--- src/rsf_pkg.sv ---
package rsf_pkg;

  // address arithmetic width, pixel address port stays 24 bits
  localparam int ADDR_BITS = 24;
  localparam int COL_BITS = 16;
  localparam int LEN_BITS = 6;
  localparam int CMD_FIFO_DEPTH = 4;
  localparam int CFG_IDX_BITS = 3;
  localparam int CFG_DATA_BITS = 24;

  // register indexes
  localparam logic [CFG_IDX_BITS-1:0] REG_FRAME_BASE = 3'd0;
  localparam logic [CFG_IDX_BITS-1:0] REG_ROW_STRIDE = 3'd1;
  localparam logic [CFG_IDX_BITS-1:0] REG_ORIGIN_X = 3'd2;
  localparam logic [CFG_IDX_BITS-1:0] REG_ORIGIN_Y = 3'd3;
  localparam logic [CFG_IDX_BITS-1:0] REG_DRAW_COLOR = 3'd4;

  // code bytes
  localparam logic [7:0] CODE_A = 8'h41;
  localparam logic [7:0] CODE_B = 8'h42;
  localparam logic [7:0] CODE_C = 8'h43;
  localparam logic [7:0] CODE_D = 8'h44;
  localparam logic [7:0] CODE_E = 8'h45;
  localparam logic [7:0] CODE_F = 8'h46;
  localparam logic [7:0] CODE_G = 8'h47;
  localparam logic [7:0] CODE_H = 8'h48;
  localparam logic [7:0] CODE_I = 8'h49;
  localparam logic [7:0] CODE_J = 8'h4A;
  localparam logic [7:0] CODE_K = 8'h4B;
  localparam logic [7:0] CODE_L = 8'h4C;
  localparam logic [7:0] CODE_N = 8'h4E;
  localparam logic [7:0] CODE_S = 8'h53;
  localparam logic [7:0] CODE_T = 8'h54;
  localparam logic [7:0] CODE_U = 8'h55;
  localparam logic [7:0] CODE_V = 8'h56;
  localparam logic [7:0] CODE_ONE = 8'h31;
  localparam logic [7:0] CODE_ROW_END = 8'h38;

  // register reset values
  localparam logic [23:0] FRAME_BASE_RST = 24'd0;
  localparam logic [11:0] ROW_STRIDE_RST = 12'd320;
  localparam logic [11:0] ORIGIN_X_RST = 12'd0;
  localparam logic [11:0] ORIGIN_Y_RST = 12'd0;
  localparam logic [7:0] DRAW_COLOR_RST = 8'd7;

  typedef struct packed {
    logic [7:0] code_char;
    logic       new_image;
  } in_item_t;

  typedef struct packed {
    logic [23:0] pixel_address;
    logic [7:0]  pixel_color;
    logic        run_last;
  } out_item_t;

  // one paint run handed from front to back
  typedef struct packed {
    logic [ADDR_BITS-1:0] start_addr;
    logic [LEN_BITS-1:0]  len;
  } run_cmd_t;

  typedef struct packed {
    logic [23:0] frame_base;
    logic [11:0] row_stride;
    logic [11:0] origin_x;
    logic [11:0] origin_y;
    logic [7:0]  draw_color;
  } cfg_t;

  function automatic logic [LEN_BITS-1:0] skip_amount(input logic [7:0] code);
    logic [LEN_BITS-1:0] amt;
    unique case (code)
      CODE_A: amt = 6'd58;
      CODE_B: amt = 6'd5;
      CODE_C: amt = 6'd31;
      CODE_D: amt = 6'd24;
      CODE_E: amt = 6'd52;
      CODE_F: amt = 6'd11;
      CODE_G: amt = 6'd17;
      CODE_H: amt = 6'd12;
      CODE_I: amt = 6'd18;
      CODE_J: amt = 6'd37;
      CODE_K: amt = 6'd19;
      CODE_L: amt = 6'd7;
      CODE_N: amt = 6'd4;
      default: amt = '0;
    endcase
    return amt;
  endfunction

  function automatic logic [LEN_BITS-1:0] paint_length(input logic [7:0] code);
    logic [LEN_BITS-1:0] len;
    unique case (code)
      CODE_S: len = 6'd47;
      CODE_T: len = 6'd21;
      CODE_U: len = 6'd30;
      CODE_V: len = 6'd8;
      CODE_ONE: len = 6'd1;
      default: len = '0;
    endcase
    return len;
  endfunction

endpackage

--- src/rsf_front.sv ---
module rsf_front (
  input  logic              clk_i,
  input  logic              rst_ni,
  input  logic              push_i,
  input  rsf_pkg::in_item_t in_item_i,
  input  rsf_pkg::cfg_t     cfg_i,
  input  logic              cmd_full_i,
  output logic              full_o,
  output logic              cmd_push_o,
  output rsf_pkg::run_cmd_t cmd_o
);
  import rsf_pkg::*;

  logic [COL_BITS-1:0]  col_q, col_d;
  logic [ADDR_BITS-1:0] row_q, row_d;
  logic [ADDR_BITS-1:0] origin_addr;
  logic [23:0]          y_times_stride;
  logic [COL_BITS-1:0]  col_base;
  logic [ADDR_BITS-1:0] row_base;
  logic [LEN_BITS-1:0]  paint_len;
  logic                 accept;

  assign full_o = cmd_full_i;
  assign accept = push_i && !cmd_full_i;

  // sprite origin in the framebuffer
  assign y_times_stride = cfg_i.origin_y * cfg_i.row_stride;
  assign origin_addr = ADDR_BITS'(cfg_i.frame_base) + ADDR_BITS'(y_times_stride)
                     + ADDR_BITS'(cfg_i.origin_x);

  // position after an optional new-image reload
  assign col_base = in_item_i.new_image ? '0 : col_q;
  assign row_base = in_item_i.new_image ? origin_addr : row_q;

  assign paint_len = paint_length(in_item_i.code_char);

  // classify the code and step the position
  always_comb begin
    col_d = col_base;
    row_d = row_base;
    if (in_item_i.code_char == CODE_ROW_END) begin
      col_d = '0;
      row_d = row_base + ADDR_BITS'(cfg_i.row_stride);
    end else if (paint_len != '0) begin
      col_d = col_base + COL_BITS'(paint_len);
    end else begin
      col_d = col_base + COL_BITS'(skip_amount(in_item_i.code_char));
    end
  end

  assign cmd_push_o = accept && (in_item_i.code_char != CODE_ROW_END) && (paint_len != '0);
  assign cmd_o.start_addr = row_base + ADDR_BITS'(col_base);
  assign cmd_o.len = paint_len;

  always_ff @(posedge clk_i or negedge rst_ni) begin
    if (!rst_ni) begin
      col_q <= '0;
      row_q <= ADDR_BITS'(FRAME_BASE_RST) + ADDR_BITS'(ORIGIN_Y_RST * ROW_STRIDE_RST)
             + ADDR_BITS'(ORIGIN_X_RST);
    end else if (accept) begin
      col_q <= col_d;
      row_q <= row_d;
    end
  end

endmodule

--- src/rsf_cmd_fifo.sv ---
module rsf_cmd_fifo (
  input  logic              clk_i,
  input  logic              rst_ni,
  input  logic              push_i,
  input  rsf_pkg::run_cmd_t data_i,
  output logic              full_o,
  input  logic              pop_i,
  output logic              valid_o,
  output rsf_pkg::run_cmd_t data_o
);
  import rsf_pkg::*;

  localparam int PTR_BITS = $clog2(CMD_FIFO_DEPTH);
  localparam int CNT_BITS = $clog2(CMD_FIFO_DEPTH + 1);

  run_cmd_t            mem_q [CMD_FIFO_DEPTH];
  logic [PTR_BITS-1:0] wptr_q, rptr_q;
  logic [CNT_BITS-1:0] cnt_q;
  logic                do_push, do_pop;

  assign full_o  = (cnt_q == CNT_BITS'(CMD_FIFO_DEPTH));
  assign valid_o = (cnt_q != '0);
  assign do_push = push_i && !full_o;
  assign do_pop  = pop_i && valid_o;
  assign data_o  = mem_q[rptr_q];

  // entry storage
  always_ff @(posedge clk_i) begin
    if (do_push) begin
      mem_q[wptr_q] <= data_i;
    end
  end

  // pointers and fill count
  always_ff @(posedge clk_i or negedge rst_ni) begin
    if (!rst_ni) begin
      wptr_q <= '0;
      rptr_q <= '0;
      cnt_q  <= '0;
    end else begin
      if (do_push) begin
        wptr_q <= (wptr_q == PTR_BITS'(CMD_FIFO_DEPTH - 1)) ? '0 : wptr_q + 1'b1;
      end
      if (do_pop) begin
        rptr_q <= (rptr_q == PTR_BITS'(CMD_FIFO_DEPTH - 1)) ? '0 : rptr_q + 1'b1;
      end
      if (do_push && !do_pop) begin
        cnt_q <= cnt_q + 1'b1;
      end else if (do_pop && !do_push) begin
        cnt_q <= cnt_q - 1'b1;
      end
    end
  end

endmodule

--- src/rsf_back.sv ---
module rsf_back (
  input  logic              clk_i,
  input  logic              rst_ni,
  input  logic              cmd_valid_i,
  input  rsf_pkg::run_cmd_t cmd_i,
  output logic              cmd_pop_o,
  input  logic [7:0]        draw_color_i,
  input  logic              pop_i,
  output logic              empty_o,
  output rsf_pkg::out_item_t out_item_o
);
  import rsf_pkg::*;

  logic                 busy_q;
  logic [ADDR_BITS-1:0] base_q;
  logic [LEN_BITS-1:0]  len_q, idx_q;
  logic                 out_valid_q;
  out_item_t            out_q;
  logic                 out_free;
  logic                 emit;
  logic                 is_last;
  logic [ADDR_BITS-1:0] pix_addr;

  assign out_free  = !out_valid_q || pop_i;
  assign emit      = busy_q && out_free;
  assign is_last   = (idx_q == len_q - 1'b1);
  assign pix_addr  = base_q + ADDR_BITS'(idx_q);
  assign cmd_pop_o = cmd_valid_i && (!busy_q || (emit && is_last));
  assign empty_o   = !out_valid_q;
  assign out_item_o = out_q;

  // run walker
  always_ff @(posedge clk_i or negedge rst_ni) begin
    if (!rst_ni) begin
      busy_q <= 1'b0;
      idx_q  <= '0;
    end else if (cmd_pop_o) begin
      busy_q <= 1'b1;
      idx_q  <= '0;
    end else if (emit) begin
      busy_q <= !is_last;
      idx_q  <= idx_q + 1'b1;
    end
  end

  always_ff @(posedge clk_i) begin
    if (cmd_pop_o) begin
      base_q <= cmd_i.start_addr;
      len_q  <= cmd_i.len;
    end
  end

  // output register
  always_ff @(posedge clk_i or negedge rst_ni) begin
    if (!rst_ni) begin
      out_valid_q <= 1'b0;
    end else if (out_free) begin
      out_valid_q <= emit;
    end
  end

  always_ff @(posedge clk_i) begin
    if (emit) begin
      out_q.pixel_address <= 24'(pix_addr);
      out_q.pixel_color   <= draw_color_i;
      out_q.run_last      <= is_last;
    end
  end

  // walker stays inside its run
  assert property (@(posedge clk_i) disable iff (!rst_ni) busy_q |-> (idx_q < len_q))
    else $error("run index past run length");

  // a pixel that is not last keeps the run going with the next index
  assert property (@(posedge clk_i) disable iff (!rst_ni)
    (emit && !is_last) |=> (busy_q && idx_q == $past(idx_q) + 1'b1))
    else $error("run ended before its last pixel");

  // a waiting pixel that is not last belongs to an active run
  assert property (@(posedge clk_i) disable iff (!rst_ni)
    (out_valid_q && !out_q.run_last) |-> busy_q)
    else $error("run dropped with pixels still owed");

endmodule

--- src/rle_sprite_to_framebuffer.sv ---
// Run-length sprite decoder: takes one code byte per cycle while the command queue
// (four runs deep) has room, and writes out one pixel per cycle from its output register
// while the reader pops. Skip, row-end and unknown codes give no pixels; a paint code
// gives 1, 8, 21, 30 or 47 pixels, so the sustained rate is set by the pixel emitter,
// and decoding of later codes runs ahead while a run drains.
module rle_sprite_to_framebuffer (
  input  logic                               clk_i,
  input  logic                               rst_ni,
  input  logic                               push,
  output logic                               full,
  input  rsf_pkg::in_item_t                  in_item_i,
  output logic                               empty,
  input  logic                               pop,
  output rsf_pkg::out_item_t                 out_item_o,
  input  logic                               cfg_we_i,
  input  logic [rsf_pkg::CFG_IDX_BITS-1:0]   cfg_idx_i,
  input  logic [rsf_pkg::CFG_DATA_BITS-1:0]  cfg_data_i
);
  import rsf_pkg::*;

  cfg_t     cfg_q;
  logic     cmd_push, cmd_full, cmd_pop, cmd_valid;
  run_cmd_t cmd_in, cmd_out;

  // configuration registers
  always_ff @(posedge clk_i or negedge rst_ni) begin
    if (!rst_ni) begin
      cfg_q.frame_base <= FRAME_BASE_RST;
      cfg_q.row_stride <= ROW_STRIDE_RST;
      cfg_q.origin_x   <= ORIGIN_X_RST;
      cfg_q.origin_y   <= ORIGIN_Y_RST;
      cfg_q.draw_color <= DRAW_COLOR_RST;
    end else if (cfg_we_i) begin
      unique case (cfg_idx_i)
        REG_FRAME_BASE: cfg_q.frame_base <= cfg_data_i[23:0];
        REG_ROW_STRIDE: cfg_q.row_stride <= cfg_data_i[11:0];
        REG_ORIGIN_X:   cfg_q.origin_x   <= cfg_data_i[11:0];
        REG_ORIGIN_Y:   cfg_q.origin_y   <= cfg_data_i[11:0];
        REG_DRAW_COLOR: cfg_q.draw_color <= cfg_data_i[7:0];
        default: ;
      endcase
    end
  end

  rsf_front u_front (
    .clk_i      (clk_i),
    .rst_ni     (rst_ni),
    .push_i     (push),
    .in_item_i  (in_item_i),
    .cfg_i      (cfg_q),
    .cmd_full_i (cmd_full),
    .full_o     (full),
    .cmd_push_o (cmd_push),
    .cmd_o      (cmd_in)
  );

  rsf_cmd_fifo u_cmd_fifo (
    .clk_i   (clk_i),
    .rst_ni  (rst_ni),
    .push_i  (cmd_push),
    .data_i  (cmd_in),
    .full_o  (cmd_full),
    .pop_i   (cmd_pop),
    .valid_o (cmd_valid),
    .data_o  (cmd_out)
  );

  rsf_back u_back (
    .clk_i        (clk_i),
    .rst_ni       (rst_ni),
    .cmd_valid_i  (cmd_valid),
    .cmd_i        (cmd_out),
    .cmd_pop_o    (cmd_pop),
    .draw_color_i (cfg_q.draw_color),
    .pop_i        (pop),
    .empty_o      (empty),
    .out_item_o   (out_item_o)
  );

endmodule

--- config.mk ---
export PLATFORM = sky130hd
export DESIGN_NAME = rle_sprite_to_framebuffer
export DESIGN_NICKNAME = d
export VERILOG_FILES = /design/src/rsf_pkg.sv /design/src/rsf_front.sv /design/src/rsf_cmd_fifo.sv /design/src/rsf_back.sv /design/src/rle_sprite_to_framebuffer.sv
export SDC_FILE = /design/constraint.sdc
export NUM_CORES = 1
export LEC_CHECK = 0
export BUFFER_PORTS_ARGS = -buffer_cell sky130_fd_sc_hd__clkbuf_2
export CELL_PAD_IN_SITES_DETAIL_PLACEMENT = 0
export CELL_PAD_IN_SITES_GLOBAL_PLACEMENT = 1
export CORE_ASPECT_RATIO = 0.8
export CORE_MARGIN = 5
export CORE_UTILIZATION = 50
export DETAILED_ROUTE_END_ITERATION = 7
export PLACE_DENSITY_LB_ADDON = 0.1
export SLEW_MARGIN = 20
export SYNTH_ARGS = -nofsm -noshare
export SYNTH_HDL_FRONTEND = slang
export SYNTH_SLANG_ARGS = --single-unit
--- constraint.sdc ---
create_clock -name clk_i -period 12.3 [get_ports clk_i]
set_clock_uncertainty 0.05 [all_clocks]
set_input_delay 1.23 -clock clk_i [delete_from_list [all_inputs] [get_ports clk_i]]
set_output_delay 1.23 -clock clk_i [all_outputs]
set_load 0.02 [all_outputs]
## After elaboration in Yosys (flattened, before gate mapping)

Memory sizes are Yosys's and may differ from the RTL's. A register that Yosys moved wholly into a read port is not among the register bits.
Cells that the tools add are included.

- Logic and storage cells: 106
- Register bits: 156
- Output and inout port bits: 35
- Bits in writable memories: 120
- Input port bits: 41
- Memories kept: 1

- Reductions and logical operators: 28
- Add/sub/neg operators: 13
- Multiplexer cells: 19
- Equal/unequal tests: 28
- Multipliers: 1

Memories:

| memory | depth | bits a word | rd ports | clocked after Yosys merged registers in | wr ports | RTL line | RTL |
|---|---|---|---|---|---|---|---|
| u_cmd_fifo.mem_q | 4 | 30 | 1 | 1 | 1 | rsf_cmd_fifo.sv:16 | `run_cmd_t mem_q [CMD_FIFO_DEPTH];` |

Operators by type and width:

| cell | number |
|---|---|
| $eq A8 B7 Y1 const B | 17 |
| $pmux W6 S13 | 1 |
| $add A24 B12 Y24 | 2 |
| $mux W16 | 3 |
| $mux W24 | 2 |
| $add A16 B6 Y16 | 2 |
| $pmux W6 S5 | 1 |
| $add A24 B16 Y24 | 1 |
| $add A24 B24 Y24 | 1 |
| $add A24 B6 Y24 | 1 |
| $mul A12 B12 Y24 | 1 |
| $mux W6 | 4 |
| $eq A8 B6 Y1 const B | 2 |
| $logic_and A1 B1 Y1 | 10 |
| $reduce_and A2 Y1 | 5 |
| $ne A8 B6 Y1 const B | 1 |
| $add A6 B1 Y6 const B | 1 |
| $eq A3 B2 Y1 const B | 2 |
| $eq A3 B3 Y1 const B | 2 |
| $eq A6 B6 Y1 | 1 |
| $logic_not A1 Y1 | 6 |
| $mux W3 | 2 |
| $reduce_bool A6 Y1 | 1 |
| $sub A6 B1 Y6 const B | 1 |
| 11 further kinds | 19 |

## Depth between registers and ports, before layout

Gate-level depths: netlist (run 1).

- Depth after elaboration: 10
- Gate-level depth with buffers: 31
- Gate-level depth less buffers: 29

## Hierarchy

From an unflattened synthesis (run 1), not the netlist that was laid out.

- Cell total of the unflattened synthesis: 1792
- Area, all modules: 20886.3 µm²

By module, submodules not included:

| module | area each (µm²) | seq. area each (µm²) | times used | cells each |
|---|---|---|---|---|
| rsf_front | 10373.7 | 1001.0 | 1 | 1235 |
| rsf_cmd_fifo | 4842.1 | 3778.6 | 1 | 194 |
| rsf_back | 3079.2 | 2092.0 | 1 | 216 |
| rle_sprite_to_framebuffer | 2591.2 | 1707.9 | 1 | 147 |

## Worst setup path before layout (run 1)

No wires, ideal clock.

- Path type: reg-to-reg
- From: register cfg_q[33] (netlist bit)
- To: memory u_cmd_fifo.mem_q[0][27] (netlist bit) (data pin)
- Buffers on the path: 2
- Required time: 11.977 ns
- Library setup time: 0.273 ns
- Period minus slack after synthesis: 7.229 ns
- Arrival time: 6.906 ns
- Stages on the path, launching flop included: 31
- Path slack: 5.071 ns
- Cell sequence: dfrtp_1 -> clkbuf_1 -> and2_1 -> fa_1 -> inv_1 -> fa_1 -> inv_1 -> fa_1 -> inv_1 -> fa_1 -> inv_1 -> fa_1 -> inv_1 -> fa_1 -> inv_1 -> ha_1 -> buf_4 -> a21o_1 -> a31o_2 -> a21oi_1 -> xnor2_1 -> mux2_2 -> ha_1 -> nand3_1 -> o21a_1 -> a21oi_1 -> a211oi_1 -> nor3_2 -> nand3_1 -> nor3_1 -> xnor2_1

RTL lines:

| what | RTL line | RTL |
|---|---|---|
| from (decl) | rle_sprite_to_framebuffer.sv:21 | `cfg_t cfg_q;` |
| to (decl) | rsf_cmd_fifo.sv:16 |  |

==> metrics, run 1 <==
Starting Density 50.6%; leading area contributor after synthesis edfxtp_1; Mapped Cells 1806; Hold Violations, Final 0; Slew headroom 32.3%; min Tclk post-route 7.86 ns; critical path arrival 8.14 ns; Core Rows 66; Setup Fix Bufs, Post-CTS 0; Crit path required time 12.57 ns; Overall Global Routing Usage 21.0%; asr flop ratio synth 40.2%; Seq/Total Area, Yosys 41.7%; Pre-antenna DRT Iters 5; TNS Setup 0 ns; Worst Setup End Kind flop; Post-synth EDFFs 183; H-tree Lvls 2; clk buf depth 3; routability cong. 0.850; core footprint 40600 µm²; Worst Path Max Fanout 15; Final Max Slew Viols 0; Crit-path slowest cell dfrtp_1; syn_nets 2108; FF+latch count, synth 306; worst hold path type reg2reg; vias in the first global route 13400; Top Ports 76; Worst setup SP type flop; Post-synth top cells 203 x inv_1, 183 x edfxtp_1, 183 x nand2_1; first-pass GRT wire length 75300 µm; Synth top area share 26.7%; final setup vio count 0; max-cap viol count 0; Resized Gates After CTS 0; slowest cell delay on critical path 0.56 ns; die area 45300 µm²; largest net degree at the start of global routing 71; DRT iter0 DRCs 970; Die W 237 µm; synthesized cell area 20600 µm²; Clock transition at path regs 0.06 ns; fin crit share 63.9%; synth top area cells edfxtp_1 27%, dfrtp_1 14%, fa_1 13%; highest clock rate 0.127 GHz; status finished clean; layout cells sized above 1 14.9%; worst slew pin tran 1.01 ns; post-synthesis cell type count 90; CTS Root Cell clkbuf_16; Post-Route WL 46400 µm; vias 13300; nets 2160; Vias/cell 5.48; synth-to-layout area growth 10.0%; CTS Hold Bufs 0; unrepaired setup endpoints after global routing no; most frequent cell after synthesis inv_1; die height 191 µm; Synth warnings 0; initial antenna violation count 0; Crit Path Category reg2reg; detailed-route wire length per cell 19.1 µm; Routed Antenna Nets 0; total CTS buffers 35; grt ovf 0; CTS tree yes; Num Clock Sinks 306; Remaining DRCs 0; worst skew pair latency 0.54 ns; Primary FF master, synth edfxtp_1; Syn Area/Cell 11.4 µm²; dpl hpwl 34800 µm; PortBufs 75
==> path summary, 6_finish.rpt <==
path | startpoint | endpoint | slack, ns | cells after the start
min reg2reg | cfg_q[5] | u_back.out_item_o[6] | 0.39 | 0
max in group asynchronous | rst_ni | u_front.row_q[23] | 10.25 | 2
max reg2reg | cfg_q[33] | u_cmd_fifo.mem_q[0][27] | 4.44 | 29
min | cfg_q[5] | u_back.out_item_o[6] | 0.39 | 0
min in group asynchronous | rst_ni | u_back.out_valid_q | 0.64 | 1
max | cfg_q[33] | u_cmd_fifo.mem_q[0][27] | 4.44 | 29
==> worst max-delay path, delay by kind of cell (launching register included) <==
kind / cells / cell delay [ns]
AND/OR/NAND/NOR: 7 / 1.20
flip-flops: 1 / 0.56
XOR/XNOR: 2 / 0.47
AO/OA/AOI/OAI: 5 / 1.08
multiplexers: 1 / 0.31
buffers and inverters: 6 / 0.29
adder cells (fa/ha/maj): 8 / 3.69
==> through the flow <==
stage / hold slack (ns) / setup slack [ns] / util (%) / instances / instance area (µm²)
after floorplan: 0.371 / 5.07 / - / 1806 / 20600
after global placement: 0.379 / 4.65 / 52.7 / 2364 / 21400
after detailed placement: 0.383 / 4.47 / 52.7 / 2364 / 21400
after CTS: 0.393 / 4.43 / 55.6 / 2427 / 22600
after global routing: 0.407 / 3.79 / 55.7 / 2428 / 22600
final: 0.395 / 4.44 / 55.7 / 2429 / 22600
==> sequential cells by signal (all words and copies together), names as in the netlist <==
name	cells
u_cmd_fifo.mem_q	120
cfg_q	68
u_back.out_item_o	33
u_back.base_q	24
u_front.row_q	24
u_front.col_q	16
u_back.idx_q	6
u_back.len_q	6
u_cmd_fifo.cnt_q	3
u_cmd_fifo.rptr_q	2
u_cmd_fifo.wptr_q	2
u_back.busy_q	1
u_back.out_valid_q	1
==> area by class of cell <==
type / count / area, µm²
fill: 3477 / 18000
clock buffer: 39 / 891
timing repair buffer: 86 / 464
antenna: 1 / 2.50
inverter: 203 / 762
multi-input combinational: 1226 / 10900
clock inverter: 24 / 297
sequential: 306 / 8580
tap: 544 / 681
==> layout by cell type, fill, tap and decap left out, drive strengths merged, types with 12 or more instances in the layout <==
cell type,synthesis,routed
o21a,15,15
a21oi,60,60
nand2b,13,13
fa,136,136
xor2,18,18
o21ai,83,83
and3,12,12
edfxtp,183,183
ha,125,125
a31oi,15,15
mux4,30,30
and2,91,91
clkbuf,55,113
nor2b,28,28
a21o,24,24
clkinv,0,15
nor3,21,21
nand3,30,30
nand2,183,183
nor2,71,71
mux2,60,60
buf,16,12
dfrtp,118,118
xnor2,72,72
inv,203,206
==> cell families (layout without fill, tap and decap cells) <==
family	Yosys count	count (layout)	share of synthesized area, %
buf+inv	274	352	5.23
other cells	0	1	0
fa+ha+maj	261	261	20.8
xor+xnor	90	90	3.83
flops	306	306	41.7
mux	97	97	6.93
compound gates	276	276	9.01
simple gates	502	502	12.4
==> layer usage <==
layer / routed length, µm / GRT usage [%] / vias to the layer above
met5: 59 / 0.974 / -
met4: 781 / 4.26 / 2
met3: 2910 / 3.32 / 50
met2: 19400 / 30.6 / 332
met1: 23200 / 33.5 / 6610
li1: - / - / 6319
Power of run 1 is not shown: default switching activity piles up to over one toggle a cycle in this logic, so the estimate is an artifact.
==> inputs of run 2 (changes only) <==
--- a/config.mk
+++ b/config.mk
@@ -10,7 +10,7 @@
 export CELL_PAD_IN_SITES_GLOBAL_PLACEMENT = 1
 export CORE_ASPECT_RATIO = 0.8
 export CORE_MARGIN = 5
-export CORE_UTILIZATION = 50
+export CORE_UTILIZATION = 47
 export DETAILED_ROUTE_END_ITERATION = 7
 export PLACE_DENSITY_LB_ADDON = 0.1
 export SLEW_MARGIN = 20
==> constraint.sdc (replaced) <==
create_clock -name clk_i -period 6.79 [get_ports clk_i]
set_clock_uncertainty 0.05 [all_clocks]
set_input_delay 0.679 -clock clk_i [delete_from_list [all_inputs] [get_ports clk_i]]
set_output_delay 0.679 -clock clk_i [all_outputs]
set_load 0.02 [all_outputs]
==> metrics, run 2 (synthesis results as in run 1) <==
Die W 244 µm (+3.0%); Biggest register u_cmd_fifo.mem_q; Overall Global Routing Usage 21.1% (+0.039 points); met2 Use GR 30.7% (+0.13 points); Worst setup SP type flop; Core Rows 68 (+3.0%); Hold Violations, Final 0 (unchanged); Worst R2R Start cfg_q[32]; core footprint 43200 µm² (+6.4%); Final Max Slew Viols 0 (unchanged); most common cell after layout, fill and taps aside inv_1; DRT iter0 DRCs 857 (-12%); Pre-antenna DRT Iters 5 (unchanged); final setup vio count 28 (+28); highest clock rate 0.142 GHz (+12%); status finished, violations left; worst hold path type in2async; clk buf depth 3 (unchanged); max-cap viol count 0 (unchanged); Crit path required time 7.03 ns (-5.54 ns); first-pass GRT wire length 80100 µm (+6.3%); CTS Root Cell clkbuf_16; Clock transition at path regs 0.06 ns (about the same); Crit Path Category reg2reg; reg2reg end u_cmd_fifo.mem_q[0][25]; Worst Path Max Fanout 4 (-11); Num Clock Sinks 306 (unchanged); DP Area 22600 µm² (+5.4%); min Tclk post-route 7.03 ns (-0.834 ns); Top Usage Layer GRT met1; most frequent cells in the layout 197 x inv_1, 183 x edfxtp_1, 178 x nand2_1; worst slew pin tran 1.00 ns (-0.00428 ns); fin crit share 104% (+40 points); nets 2325 (+7.6%); detailed-route wire length per cell 18.9 µm (-1.2%); critical path arrival 7.27 ns (-0.87 ns); worst r2r path cells 29 (unchanged); unrepaired setup endpoints after global routing yes; initial antenna violation count 1 (+1); vias in the first global route 14400 (+7.7%); Vias/cell 5.36 (-2.1%); slowest cell delay on critical path 0.53 ns (-0.03 ns); met3 Use GR 5.48% (+2.2 points); largest net degree at the start of global routing 78 (+9.9%); vias 14000 (+5.2%); GR Util met1 32.2% (-1.2 points); routability cong. 0.861 (+1.3%); R2R setup slack -0.24 ns (-4.68 ns); synth-to-layout area growth 20.0%; fin worst setup slack -0.241 ns (-4.68 ns); Top Ports 76 (unchanged); final instance area 24700 µm² (+9.0%); dpl hpwl 36400 µm (+4.5%); H-tree Lvls 2 (unchanged); total CTS buffers 35 (unchanged); Post-Route WL 49200 µm (+6.2%); max reg flops 120 (unchanged); critical path's top delay family adder cells; Worst Setup End Kind flop; PortBufs 75 (unchanged); Slew headroom 33.0% (+0.72 points); Routed Antenna Nets 0 (unchanged); Remaining DRCs 0 (unchanged); CTS tree yes; worst path buffer plus inverter count 7 (+1); Starting Density 47.6% (-3.0 points); most used cell, CP fa_1; layout cells sized above 1 26.8% (+12 points); failing checks setup timing; Crit-path slowest cell fa_1; worst skew pair latency 0.57 ns (+0.03 ns); grt ovf 0 (unchanged); Finished Core Util 57.1% (+1.4 points); die height 197 µm (+3.0%); die area 48100 µm² (+6.1%)
==> run 2: worst register-to-register path, delay by kind of cell, from the launching register on <==
kind	cells	cell delay [ns]
AO/OA/AOI/OAI	6	0.70
XOR/XNOR	2	0.33
adder cells (fa/ha/maj)	8	3.34
buffers and inverters	7	0.60
flip-flops	1	0.41
multiplexers	1	0.29
AND/OR/NAND/NOR	5	1.02
==> run 2: what timing repair did <==
item / CTS / global route
hold buffers: 0 / 0
cloned: 0 / 0
gates resized for setup: 53 / 102
buffers inserted: 11 / 16
pin swaps: 33 / 48
setup endpoints to repair: 65 / 66
==> run 2: worst max-delay path by stage <==
stage	startpoint	endpoint	slack (ns)	depth (start not counted)
final	cfg_q[32]	u_cmd_fifo.mem_q[0][25]	-0.24	29
after global routing	cfg_q[32]	u_cmd_fifo.mem_q[2][27]	-0.46	29
after CTS	cfg_q[32]	u_cmd_fifo.mem_q[0][25]	-0.22	29
after detailed placement	cfg_q[36]	u_cmd_fifo.mem_q[0][25]	-0.37	24
after global placement	cfg_q[36]	u_cmd_fifo.mem_q[0][29]	-0.27	25
after floorplan	cfg_q[32]	u_cmd_fifo.mem_q[0][27]	-0.05	31
==> run 2: per-layer routing <==
layer / vias up / part of all wire [%]
met1: 7003 / 50
met3: 62 / 6.4
met4: 0 / 1.7
li1: 6651 / -
met5: - / 0
met2: 285 / 42
==> run 2: per-stage QoR <==
step | instances | hold slack [ns] | setup TNS (ns) | setup WS, ns
floorplan | 1806 | 0.333 | -0.324 | -0.0490
global placement | 2520 | 0.379 | -10.32 | -0.267
detailed placement | 2520 | 0.385 | -14.48 | -0.365
CTS | 2594 | 0.106 | -4.95 | -0.217
global route | 2609 | 0.117 | -14.37 | -0.462
finish | 2610 | 0.0678 | -3.72 | -0.241
==> run 2: area by class of cell <==
cell class                 count  area (µm²)
sequential                   306        8590
fill                        3692       18600
multi-input combinational   1226       11700
inverter                     203         762
tap                          560         701
timing repair buffer         251        1780
clock buffer                  44         931
antenna                        1        2.50
clock inverter                19         213
Power of run 2 is left out for the same reason.
